`config.mk`:
```
export PLATFORM = sky130hd
export DESIGN_NAME = cgoc_fifo
export DESIGN_NICKNAME = d
export VERILOG_FILES = /design/src/hw/rtl/channel_gain_offset_calibrator_core_assert.svh /design/src/hw/rtl/cgoc_pkg.sv /design/src/hw/rtl/cgoc_fifo.sv
export SDC_FILE = /design/constraint.sdc
export NUM_CORES = 1
export LEC_CHECK = 0
export ABC_AREA = 1
export BUFFER_PORTS_ARGS = -buffer_cell sky130_fd_sc_hd__buf_2
export CORE_AREA = 2 2 174 176
export CTS_CLUSTER_DIAMETER = 30
export DETAILED_ROUTE_END_ITERATION = 8
export DIE_AREA = 0 0 176 178
export PLACE_DENSITY = 0.43
export SYNTH_ARGS = -nofsm -noshare
export SYNTH_HDL_FRONTEND = slang
export SYNTH_SLANG_ARGS = --single-unit
```
`constraint.sdc`:
```
create_clock -name clk -period 5.2 [get_ports clk]
set_clock_uncertainty 0.1 [all_clocks]
set_input_delay 0.26 -clock clk [delete_from_list [all_inputs] [get_ports clk]]
set_output_delay 0.26 -clock clk [all_outputs]
set_load 0.02 [all_outputs]
```
`src/hw/rtl/channel_gain_offset_calibrator_core_assert.svh`:
```
// assertion macros used by the calibrator back end rtl
`ifndef CHANNEL_GAIN_OFFSET_CALIBRATOR_CORE_ASSERT_SVH
`define CHANNEL_GAIN_OFFSET_CALIBRATOR_CORE_ASSERT_SVH

// same-cycle implication, disabled in reset
`define CGOC_ASSERT_NOW(lbl, ante, cons, msg) \
  lbl: assert property (@(posedge clk) disable iff (!rst_n) (ante) |-> (cons)) else $error(msg);

// next-cycle implication, disabled in reset
`define CGOC_ASSERT_NEXT(lbl, ante, cons, msg) \
  lbl: assert property (@(posedge clk) disable iff (!rst_n) (ante) |=> (cons)) else $error(msg);

`endif

```
`src/hw/rtl/cgoc_pkg.sv`:
```
package cgoc_pkg;

  localparam int CRATE_BITS = 4;
  localparam int SLOT_BITS  = 5;
  localparam int CHAN_BITS  = 6;
  localparam int KEY_BITS   = CRATE_BITS + SLOT_BITS + CHAN_BITS;
  localparam int TBL_DEPTH  = 1 << KEY_BITS;

  localparam int GAIN_W  = 24;
  localparam int VAL_W   = 32;
  localparam int ENTRY_W = 1 + GAIN_W + VAL_W;

  // multiplier: unsigned gain times 33-bit signed operand
  localparam int MULB_W = VAL_W + 1;
  localparam int PROD_W = GAIN_W + 1 + MULB_W;

  // divider
  localparam int NUM_W   = PROD_W;
  localparam int DEN_W   = GAIN_W + 8;
  localparam int DCNT_W  = $clog2(NUM_W);
  localparam int SAT_W   = NUM_W + 1;

  localparam int QDEPTH = 2;
  localparam int QPTR_W = $clog2(QDEPTH);
  localparam int QCNT_W = $clog2(QDEPTH + 1);

  typedef enum logic [2:0] {
    OP_LOAD   = 3'd0,
    OP_UPDATE = 3'd1,
    OP_QUERY  = 3'd2,
    OP_CALIB  = 3'd3,
    OP_INV    = 3'd4
  } op_t;

  typedef logic [KEY_BITS-1:0]   key_t;
  typedef logic [CRATE_BITS-1:0] crate_key_t;
  typedef logic [SLOT_BITS-1:0]  slot_key_t;
  typedef logic [CHAN_BITS-1:0]  chan_key_t;

  typedef struct packed {
    logic                    valid;
    logic [GAIN_W-1:0]       gain;
    logic signed [VAL_W-1:0] offset;
  } entry_t;

  // decoded word passed from front to back
  typedef struct packed {
    logic [2:0]              op;
    logic                    is_time;
    logic                    hit;
    logic signed [VAL_W-1:0] sample;
    logic [GAIN_W-1:0]       gain;
    logic signed [VAL_W-1:0] offset;
  } cmd_t;

  function automatic key_t make_key(input logic [3:0] crate, input logic [4:0] slot,
                                    input logic [5:0] chan);
    crate_key_t c;
    slot_key_t  s;
    chan_key_t  h;
    c = crate_key_t'(crate);
    s = slot_key_t'(slot);
    h = chan_key_t'(chan);
    return {c, s, h};
  endfunction

  function automatic logic signed [VAL_W-1:0] sat32(input logic signed [SAT_W-1:0] x);
    logic signed [SAT_W-1:0] hi;
    logic signed [SAT_W-1:0] lo;
    hi = SAT_W'(signed'({1'b0, {(VAL_W-1){1'b1}}}));
    lo = -hi - SAT_W'(1);
    if (x > hi) begin
      return {1'b0, {(VAL_W-1){1'b1}}};
    end else if (x < lo) begin
      return {1'b1, {(VAL_W-1){1'b0}}};
    end
    return x[VAL_W-1:0];
  endfunction

endpackage

```
`src/hw/rtl/cgoc_fifo.sv`:
```
module cgoc_fifo (
  input  logic           clk,
  input  logic           rst_n,
  input  logic           wr,
  input  cgoc_pkg::cmd_t wdata,
  output logic           full,
  input  logic           rd,
  output cgoc_pkg::cmd_t rdata,
  output logic           empty
);
  import cgoc_pkg::*;

  cmd_t              mem_r [QDEPTH];
  logic [QPTR_W-1:0] wptr_r;
  logic [QPTR_W-1:0] rptr_r;
  logic [QCNT_W-1:0] cnt_r;
  logic              do_wr;
  logic              do_rd;

  assign full  = (cnt_r == QCNT_W'(QDEPTH));
  assign empty = (cnt_r == '0);
  assign do_wr = wr && !full;
  assign do_rd = rd && !empty;
  assign rdata = mem_r[rptr_r];

  always_ff @(posedge clk) begin
    if (do_wr) begin
      mem_r[wptr_r] <= wdata;
    end
    if (!rst_n) begin
      wptr_r <= '0;
      rptr_r <= '0;
      cnt_r  <= '0;
    end else begin
      if (do_wr) begin
        wptr_r <= (wptr_r == QPTR_W'(QDEPTH - 1)) ? '0 : wptr_r + QPTR_W'(1);
      end
      if (do_rd) begin
        rptr_r <= (rptr_r == QPTR_W'(QDEPTH - 1)) ? '0 : rptr_r + QPTR_W'(1);
      end
      cnt_r <= cnt_r + QCNT_W'(do_wr) - QCNT_W'(do_rd);
    end
  end

endmodule

```
## Word level (Yosys, flattened, before mapping)

Memory sizes are Yosys's and may differ from the RTL's. A register that Yosys moved wholly into a read port is not among the register bits.
Index checks and enable logic that the tools add are counted.

- Flip-flop bits (word level): 4
- Bits in writable memories: 186
- Input bits: 97
- Output and inout port bits: 95
- Logic and storage cells: 20
- Memories: 1

Memory list:

| name | words | width | read ports | clocked after Yosys merged registers in | wr ports | line | text |
|---|---|---|---|---|---|---|---|
| mem_r | 2 | 93 | 1 | 1 | 1 | cgoc_fifo.sv:13 | `cmd_t mem_r [QDEPTH];` |

- $add $sub $neg: 4
- Equal/unequal tests: 1
- Muxes and demuxes: 6
- Reductions and logical operators: 5

Operators with widths:

| cell | number |
|---|---|
| 1-bit two-way mux | 6 |
| 1-bit adder, second input constant | 2 |
| 2-bit by 1-bit adder with 2-bit output | 1 |
| 2-bit == test, second input constant | 1 |
| 1-bit logical AND | 2 |
| 1-bit logical NOT | 2 |
| 2-bit logical NOT | 1 |
| 2-bit by 1-bit subtractor with 2-bit output | 1 |

## Logic depth before layout (Yosys ltp)

Gate-level depths: netlist of run 1.

- Depth in word-level cells: 5
- Depth in mapped cells: 11
- Depth with buffers taken out: 11

## Least setup slack after synthesis of run 1

OpenSTA, ideal clock, no wires.

- Path kind: register to register
- Start point: reg cnt_r[0]
- End point: mem mem_r[0][0] in the netlist's numbering, enable pin
- Library setup time: 545 ps
- Data arrival time: 4,433 ps
- Required time: 4,555 ps
- Setup slack: 122 ps
- Cell stages (with the launch flop): 5
- Buffers on the path: 0
- Period minus slack after synthesis: 5,078 ps
- Cell sequence: dfxtp_1 -> inv_1 -> nand2_1 -> nand2_1 -> nor2_1

- Word-level cells in the longest chain between the ends: 5

RTL lines:

| item | line | text |
|---|---|---|
| from (decl) | cgoc_fifo.sv:16 | `logic [QCNT_W-1:0] cnt_r;` |
| from (signal assigned) | cgoc_fifo.sv:41 | `cnt_r <= cnt_r + QCNT_W'(do_wr) - QCNT_W'(do_rd);` |
| 2-bit == test | cgoc_fifo.sv:20 | `assign full = (cnt_r == QCNT_W'(QDEPTH));` |
| 1-bit logical NOT | cgoc_fifo.sv:22 | `assign do_wr = wr && !full;` |
| 1-bit logical AND | cgoc_fifo.sv:22 |  |
| 1-bit two-way mux | cgoc_fifo.sv:27 | `if (do_wr) begin` |
| 1-bit two-way mux (implied by the code) | cgoc_fifo.sv:28 | `mem_r[wptr_r] <= wdata;` |
| to (decl) | cgoc_fifo.sv:13 |  |

No other way between the ends.

## Final worst setup path of run 1

- Start point: reg cnt_r[0]
- End point: mem mem_r[1][27] in the netlist's numbering, enable pin

The elaborated chain is that of the path after synthesis.

==> summary.txt, run 1 <==
Clocking
  • H-Tree Depth: 4
  • Setup bufs post-CTS: 0
  • CTS clock-pin slew for the worst setup and hold paths: approximately 70 ps
  • CTS Buf Count: 17
  • CTS tree: yes
  • Clock Tree Root: clkbuf_16
  • Clock net sink count: 191
  • Clock Tree Buf Depth: 2
  • Latest clock arrival within the worst-skew pair: between 400 and 500 ps

Finish
  • Layout cell share with drive strength beyond 1: between 40% and 50%
  • Post-layout nets: slightly above 700
  • Final non-filler cell total: 1028
  • Design area: between 10000 and 15000 um^2
  • Area grow syn2layout: 40.7%

Critical path
  • Crit start category: flop
  • R2R depth: 5
  • Crit-path max FO: between 50 and 60
  • Critical Path Sink Type: flop
  • Critical Path RT: just over 5000 ps
  • Max incr delay on CP: 620 ps
  • Crit path cell chain: inv_1 -> nand2_1 -> nand3_1 -> inv_4 -> buf_4
  • WP data arrival: about 2300 ps
  • Crit Path Class: reg2reg
  • CP max stage cell: inv_4

Logic synthesis
  • Syn_nets: roughly 430
  • Synthesized area per cell: 22.1 um^2
  • Biggest area consumer among synthesized cells: edfxtp_1
  • Mapped Area: 7240 um^2
  • FFs w/ async S/R, synth: 0%
  • Post-synth EDFFs: roughly 190
  • Main flop type after synthesis: edfxtp_1
  • Top cells by area, synth: edfxtp_1 (77%), mux2_4 (15%), mux2_2 (3.6%)
  • Most common cell in the synthesized netlist: edfxtp_1
  • Top cells by count, synth: edfxtp_1 (186), mux2_4 (70), mux2_2 (23), inv_1 (9), nand2_1 (9)
  • Synth warn: 0
  • #FFs+latches synth: 191
  • Post-synthesis cell type count: 13
  • Syn Inst Count: approximately 330
  • Seq/Total Area, Yosys: between 70 and 80%
  • Top-area cell type share of the netlist area: 77.2%

STA
  • RSZ-0062 raised after global routing: false
  • Hold_ws: between 20 and 30 ps
  • Max-slew violation count: 0
  • Final worst-path cycle share: 45.7%
  • Setup-failing EPs final: 0
  • Setup TNS: 0 ps
  • Clock period minus worst slack: ~2400 ps
  • Worst slew margin: between 40% and 50%
  • Worst setup margin: around 2800 ps
  • Worst Tran Pin Value: around 810 ps
  • Fmax: roughly 420 MHz
  • Endpoints failing hold: 0

Placed design
  • Minimum setup slack after placement: approximately 2800 ps
  • Global placement routability congestion: between 0.7 and 0.8
  • Port Buf Inserts: ~190
  • Hpwl dp: 9.24 mm
  • Dpl cells: about 900
  • Placed inst area: approximately 8600 um^2

Floorplanning
  • Core Box Area: 29400 um^2
  • Ports: ~190
  • Die X: approximately 180 um
  • Initial core utilization: 24.6%
  • Die area: ~31000 um^2
  • Cell Rows: 63
  • DIE HEIGHT: 178 um

Detailed routing
  • Detail Route Antenna Nets: 0
  • Via Count: approximately 3900
  • DRC: 0
  • WL per Instance: about 14 um
  • Drt total wl: ~15 mm
  • First-pass iteration count of the detailed router: 4
  • Iteration-0 DRC Markers: approximately 150
  • DR vias/cell: between 3 and 4

Power and ir drop
  • Psw: approximately 1.4 mW
  • Pint: approximately 3.3 mW
  • Worst vdd ir: between 200 and 250 uV
  • Flop pwr share: between 40% and 50%
  • P per Cell Area: about 460 nW/um^2
  • Logic pwr share: around 28%
  • Static leakage: between 3 and 4 nW
  • Clk pwr share: 28.7%
  • Sw Share: ~29%

GRT
  • Antenna violations before repair: 1
  • GR Util All Layers: a little under a tenth
  • Number of global-route vias before repair: around 4300
  • Total grt overflow: 0
  • First-pass GRT wire length: ~23 mm
  • Pin count of the biggest net entering global routing: 94

Job
  • Max-cap violation count: 0

Hold path
  • HP Class: in2reg
  • Worst Hold Depth: 3

Run status
  • Status: complete, no violations
repair_timing:
| item | 4_1_cts | 5_1_grt |
|---|---|---|
| resized for setup | 0 | 0 |
| hold endpoints to repair | 191 | 0 |
| hold buffers | 94 | 0 |
cell usage in the layout (no fill, tap or decap), drive strengths merged:
master	Yosys	layout
inv	9	11
ha	2	2
nand2	9	9
mux2	93	93
dfxtp	5	5
clkbuf	0	20
edfxtp	186	186
clkinv	0	4
a21oi	2	2
diode	0	1
buf	10	195
bufinv	0	4
nand3	3	3
nor2	8	8
clkinvlp	0	1
dlygate4sd3	0	94
layout make-up:
class	count	area (um^2)
Fill cell	2836	19200
Antenna cell	1	2.50
Inverter	9	36.3
Clock inverter	11	163
Multi-Input combinational cell	117	1430
Tap cell	390	488
Sequential cell	191	5690
Timing Repair Buffer	289	1940
Clock buffer	20	437
critical path: cells and delay by family (launching register included):
kind / cells / cell delay (ps)
DFF: 1 / 350
buffers and inverters: 3 / 1260
and+or+nand+nor: 2 / 260
routing by layer:
| layer | up-vias | share of wire (%) | wire length (um) | GRT usage (%) |
|---|---|---|---|---|
| met5 | - | 0 | 0 | 0 |
| met4 | 0 | 1.6 | 231 | 3.75 |
| met3 | 18 | 6.8 | 999 | 3.56 |
| met2 | 124 | 51 | 7480 | 16.6 |
| met1 | 1935 | 41 | 6010 | 10.6 |
| li1 | 1865 | - | - | - |
power by group through the flow:
stage | clock network [mW] | logic [mW] | registers, mW
after floorplan | 0 | 0.936 | 2.05
after global placement | 0 | 1.30 | 2.03
after detailed placement | 0 | 1.31 | 2.04
after CTS | 1.40 | 1.37 | 2.01
after global routing | 1.46 | 1.44 | 2.03
final | 1.35 | 1.34 | 2.01
stage by stage:
stage               power, mW  util (%)
floorplan                2.99         -
global placement         3.33      29.4
detailed placement       3.35      29.4
CTS                      4.78      34.6
global route             4.93      34.6
finish                   4.69      34.6
worst paths after layout:
| check | to | startpoint | slack (ps) |
|---|---|---|---|
| worst min-delay path | wptr_r | wr | 30 |
| worst min register to register | rptr_r | rptr_r | 420 |
| worst max register to register | mem_r[1][27] | cnt_r[0] | 2820 |
| worst max-delay path | mem_r[1][27] | cnt_r[0] | 2820 |
sequential cells by signal (all words and copies together) (netlist names), named ones only:
name / cells
rptr_r: 1
wptr_r: 1
mem_r: 186
cnt_r: 2
logic make-up (layout without fill, tap and decap cells):
kind of cell / Yosys count / count (layout) / synth area share, %
mux: 93 / 93 / 18.1
other cells: 0 / 1 / 0
compound gates: 2 / 2 / 0.138
simple gates: 20 / 20 / 1.09
buf+inv: 19 / 329 / 1.80
flops: 191 / 191 / 78.5
fa+ha+maj: 2 / 2 / 0.346
(Power assumes the default switching activity.)
==> inputs of run 2 (changes only) <==
Clock period 5.2 ns to 2 ns, I/O delays scaled along.
==> summary.txt, run 2 (synthesis gave the netlist of run 1 again) <==
Run status
  • Status: complete, no violations

Floorplanning
  • DIE HEIGHT: ~180 um
  • Cell Rows: 63
  • Die X: between 150 and 200 um
  • Initial core utilization: about 25%
  • Ports: between 150 and 200
  • Die area: about 31000 um^2
  • Core Box Area: between 20000 and 30000 um^2

STA
  • Final worst-path cycle share: 91.9%
  • RSZ-0062 raised after global routing: false
  • Clock period minus worst slack: around 1800 ps
  • Max-slew violation count: 0
  • Fmax: 544 MHz
  • Endpoints failing hold: 0
  • Worst Tran Pin Value: ~340 ps
  • Hold_ws: around 300 ps
  • Setup-failing EPs final: 0
  • Worst slew margin: 77.2%

Detailed routing
  • Via Count: 3981
  • WL per Instance: about 15 um
  • Detail Route Antenna Nets: 0
  • DRC: 0
  • Drt total wl: 15.1 mm
  • DR vias/cell: between 3 and 4
  • Iteration-0 DRC Markers: roughly 160
  • First-pass iteration count of the detailed router: 4

Critical path
  • Crit Path Class: reg2out
  • Critical Path RT: approximately 1800 ps
  • Crit start category: flop
  • CP max stage cell: dfxtp_4
  • Worst Path Buf+Inv: 2
  • Delay-heaviest family, CP: buffers and inverters
  • WP data arrival: ~1600 ps
  • Reg2Reg Launch Point: cnt_r[1]
  • Crit-path max FO: 32
  • Critical Path Sink Type: primary output
  • Crit path cell chain: buf_12 -> mux2_2 -> buf_2
  • Max incr delay on CP: roughly 400 ps

Power and ir drop
  • Static leakage: 3.99 nW
  • Worst vdd ir: between 500 and 600 uV
  • P per Cell Area: about 1200 nW/um^2

Placed design
  • Global placement routability congestion: 0.681
  • Port Buf Inserts: between 150 and 200
  • Hpwl dp: between 9 and 10 mm
  • Dpl cells: just over 900
  • Placed inst area: just under 9000 um^2

GRT
  • Antenna violations before repair: 0
  • GR Util All Layers: under 10%
  • Total grt overflow: 0
  • First-pass GRT wire length: between 20 and 25 mm
  • Pin count of the biggest net entering global routing: 53
  • Number of global-route vias before repair: roughly 4400

Clocking
  • Clock Tree Root: clkbuf_16
  • H-Tree Depth: 4
  • Clock net sink count: 191
  • CTS tree: yes
  • Setup bufs post-CTS: 0
  • Latest clock arrival within the worst-skew pair: ~420 ps
  • CTS Buf Count: 17
  • Clock Tree Buf Depth: 2
  • CTS clock-pin slew for the worst setup and hold paths: 80 ps
  • Post-CTS Resized: 0

Finish
  • Area grow syn2layout: 43.0%
  • Post-layout nets: approximately 730
  • Layout cell share with drive strength beyond 1: between 50 and 60%
  • Largest register FFs: around 190
  • Ant diodes: 0
  • Most frequent cells in the layout: buf_2 (191), edfxtp_1 (186), dlygate4sd3_1 (96)
  • Final non-filler cell total: 1033
  • Biggest regs: mem_r (186), cnt_r (2)
  • Filler cells: between 2000 and 3000
  • Biggest register: mem_r
  • Commonest non-fill, non-tap cell in the layout: buf_2
  • Design area: ~10000 um^2

Hold path
  • Min-delay src: wdata[2]
  • HP Class: in2reg

Job
  • Max-cap violation count: 0
-- run 2: power breakdown --
part / internal, mW / switching [mW]
logic: 1.61 / 2.01
clock network: 2.12 / 1.54
registers: 5.08 / 0.155
total: 8.80 / 3.70
-- run 2: layout make-up --
class | instances | area [um^2] | area share (%)
clock inverters | 15 | 206 | 1.99
well taps | 390 | 488 | 4.71
multi-input cells | 117 | 1450 | 14.0
clock buffers | 17 | 425 | 4.11
inverters | 9 | 37.5 | 0.363
repair buffers | 294 | 2060 | 19.9
flip-flops and latches | 191 | 5690 | 55.0
-- run 2: what timing repair did --
item,CTS,global route
hold endpoints to repair,191,0
endpoints found under the setup margin,0,0
hold buffers,96,0
-- run 2: worst register-to-register path: stages (launching register included) --
cell     delay, ps
dfxtp_2        340
nor2_1         160
nor2_1          90
ha_1           290
inv_1           40
ha_1           180
inv_1           50
nand2_1         50
a21oi_1        140
nor2_1          60
-- run 2: per-layer routing --
layer / track usage (%) / part of all wire [%] / vias up
met2: 17.2 / 51 / 120
met4: 3.58 / 1.0 / 0
met5: 0 / 0 / -
met3: 2.92 / 5.6 / 6
met1: 11.3 / 42 / 1976
li1: - / - / 1879
-- run 2: final timing paths --
check,cells after the start,endpoint,slack [ps]
setup / recovery,3,rdata[7],160
hold / removal,2,mem_r[1][2],300
setup reg to reg,9,cnt_r[1],380
hold reg to reg,2,rptr_r,420
-- run 2: metrics by stage --
stage          utilization, %  worst slack, ps  TNS [ps]  total power [mW]
6_report                 35.2              162         0              12.5
5_1_grt                  35.2             68.9         0              13.1
4_1_cts                  35.2             99.7         0              12.8
2_1_floorplan               -             -413    -72610              7.75
3_3_place_gp             29.8              452         0              8.82
3_5_place_dp             29.8              413         0              8.88
==> inputs of run 3 (changes only) <==
Settings changed: PLACE_DENSITY 0.43 to 0.41.
Clock period 2 ns to 1.9 ns, I/O delays scaled along.
==> summary.txt, run 3 (synthesis gave the netlist of run 1 again) <==
Finish
  • Filler cells: between 2000 and 3000
  • Layout cell share with drive strength beyond 1: roughly 51%
  • Biggest regs: mem_r (186), cnt_r (2)
  • Final non-filler cell total: about 1000
  • Post-layout nets: around 730
  • FF+latch area: roughly 5700 um^2
  • Most frequent cells in the layout: edfxtp_1 (186), buf_2 (161), dlygate4sd3_1 (96)
  • Area grow syn2layout: 44.6%
  • Ant diodes: 0
  • Biggest register: mem_r
  • Commonest non-fill, non-tap cell in the layout: edfxtp_1
  • Largest register FFs: between 150 and 200
  • Area occupied by multi-input gates: about 1400 um^2

Detailed routing
  • First-pass iteration count of the detailed router: 4
  • Iteration-0 DRC Markers: 190
  • DRC: 0
  • DR vias/cell: 3.81
  • WL per Instance: 14.5 um
  • Drt total wl: approximately 15 mm
  • Via Count: 3926
  • Detail Route Antenna Nets: 0

STA
  • Worst Tran Pin Value: ~380 ps
  • RSZ-0062 raised after global routing: true
  • Worst setup margin: approximately 38 ps
  • Worst slew margin: approximately 74%
  • Fmax: approximately 540 MHz
  • Endpoints failing hold: 0
  • Clock period minus worst slack: 1860 ps
  • Setup-failing EPs final: 0
  • Final worst-path cycle share: just under 100%
  • Max-slew violation count: 0

Hold path
  • Worst Hold Depth: 2
  • Worst Hold End: mem_r[1][80]
  • HP Class: in2reg
  • Min-delay src: wdata[80]

Clocking
  • Setup bufs post-CTS: 0
  • CTS clock-pin slew for the worst setup and hold paths: 70 ps
  • CTS tree: yes
  • Latest clock arrival within the worst-skew pair: approximately 420 ps
  • Clock Tree Root: clkbuf_16
  • Clock net sink count: approximately 190
  • CTS Buf Count: 17
  • H-Tree Depth: 4
  • Clock Tree Buf Depth: 2

GRT
  • First-pass GRT wire length: 22.8 mm
  • Number of global-route vias before repair: about 4300
  • GR Util All Layers: under 10%
  • Total grt overflow: 0
  • Pin count of the biggest net entering global routing: 55
  • Antenna violations before repair: 0

Critical path
  • R2R depth: 9
  • R2r setup slk: 280 ps
  • Crit path cell chain: buf_12 -> mux2_2 -> buf_2
  • Crit-path max FO: 43
  • Worst r2r dst: cnt_r[1]
  • CP max stage cell: mux2_2
  • WP data arrival: approximately 1700 ps
  • Crit Path Class: reg2out
  • Crit start category: flop
  • Critical Path RT: 1700 ps
  • Reg2Reg Launch Point: cnt_r[1]
  • Critical Path Sink Type: primary output
  • Max incr delay on CP: around 390 ps

Floorplanning
  • DIE HEIGHT: approximately 180 um
  • Die X: ~180 um
  • Core Box Area: around 29000 um^2
  • Ports: between 150 and 200
  • Die area: approximately 31000 um^2
  • Cell Rows: 63
  • Initial core utilization: 24.6%

Placed design
  • Minimum setup slack after placement: between 300 and 400 ps
  • Port Buf Inserts: 191
  • Global placement routability congestion: 0.666
  • Hpwl dp: 9.61 mm
  • Dpl cells: roughly 900

Power and ir drop
  • Static leakage: around 4 nW
  • P per Cell Area: approximately 1200 nW/um^2
  • Worst vdd ir: 520 uV

Run status
  • Status: complete, no violations

Job
  • Max-cap violation count: 0
## run 3: worst max-delay path, delay by kind of cell, from the launching register on
| kind | cells | cell delay [ps] |
|---|---|---|
| buffers and inverters | 2 | 450 |
| muxes | 1 | 390 |
| DFF | 1 | 380 |
## run 3: what timing repair did
item,4_1_cts,5_1_grt
gates resized for setup,15,46
gates cloned,0,0
hold buffers,96,0
endpoints found under the hold margin,191,0
endpoints found under the setup margin,38,59
pin swaps,0,0
## run 3: cell type report
| cell class | instances | area share [%] |
|---|---|---|
| clock buffer | 19 | 4.14 |
| inverter | 9 | 0.359 |
| timing repair buffer | 293 | 21.3 |
| tap | 390 | 4.66 |
| clock inverter | 12 | 1.33 |
| sequential | 191 | 54.4 |
| multi-input combinational | 117 | 13.8 |
## run 3: worst max path at each step
stage                       end  slack, ps
floorplan           mem_r[0][0]       -510
detailed placement     cnt_r[1]        300
CTS                    rdata[7]        -40
global placement       cnt_r[1]        360
global route           rdata[7]        -60
finish                rdata[84]         40
## run 3: metrics by stage
step	TNS (ps)	hold slack [ps]	utilization, %	total power, mW	instance area (um^2)
finish	0	288	35.6	13.1	10500
global route	-817	265	35.6	13.7	10500
CTS	-241	255	35.1	13.1	10300
detailed placement	0	187	29.7	9.31	8740
global placement	0	183	29.7	9.25	8740
floorplan	-91210	88.4	-	8.16	7270
## run 3: report_power, final
part | leakage [nW] | switching [mW] | internal [mW]
sequential | 1.78 | 0.162 | 5.34
combinational | 1.96 | 2.14 | 1.90
clock | 0.266 | 1.56 | 1.94
total | 4.01 | 3.86 | 9.19
## run 3: per-layer routing
layer | wire length [um] | global-route usage, % | vias up
li1 | - | - | 1875
met1 | 6320 | 11.1 | 1920
met2 | 7560 | 16.8 | 123
met3 | 900 | 3.26 | 8
met4 | 149 | 3.20 | 0
met5 | 0 | 0 | -
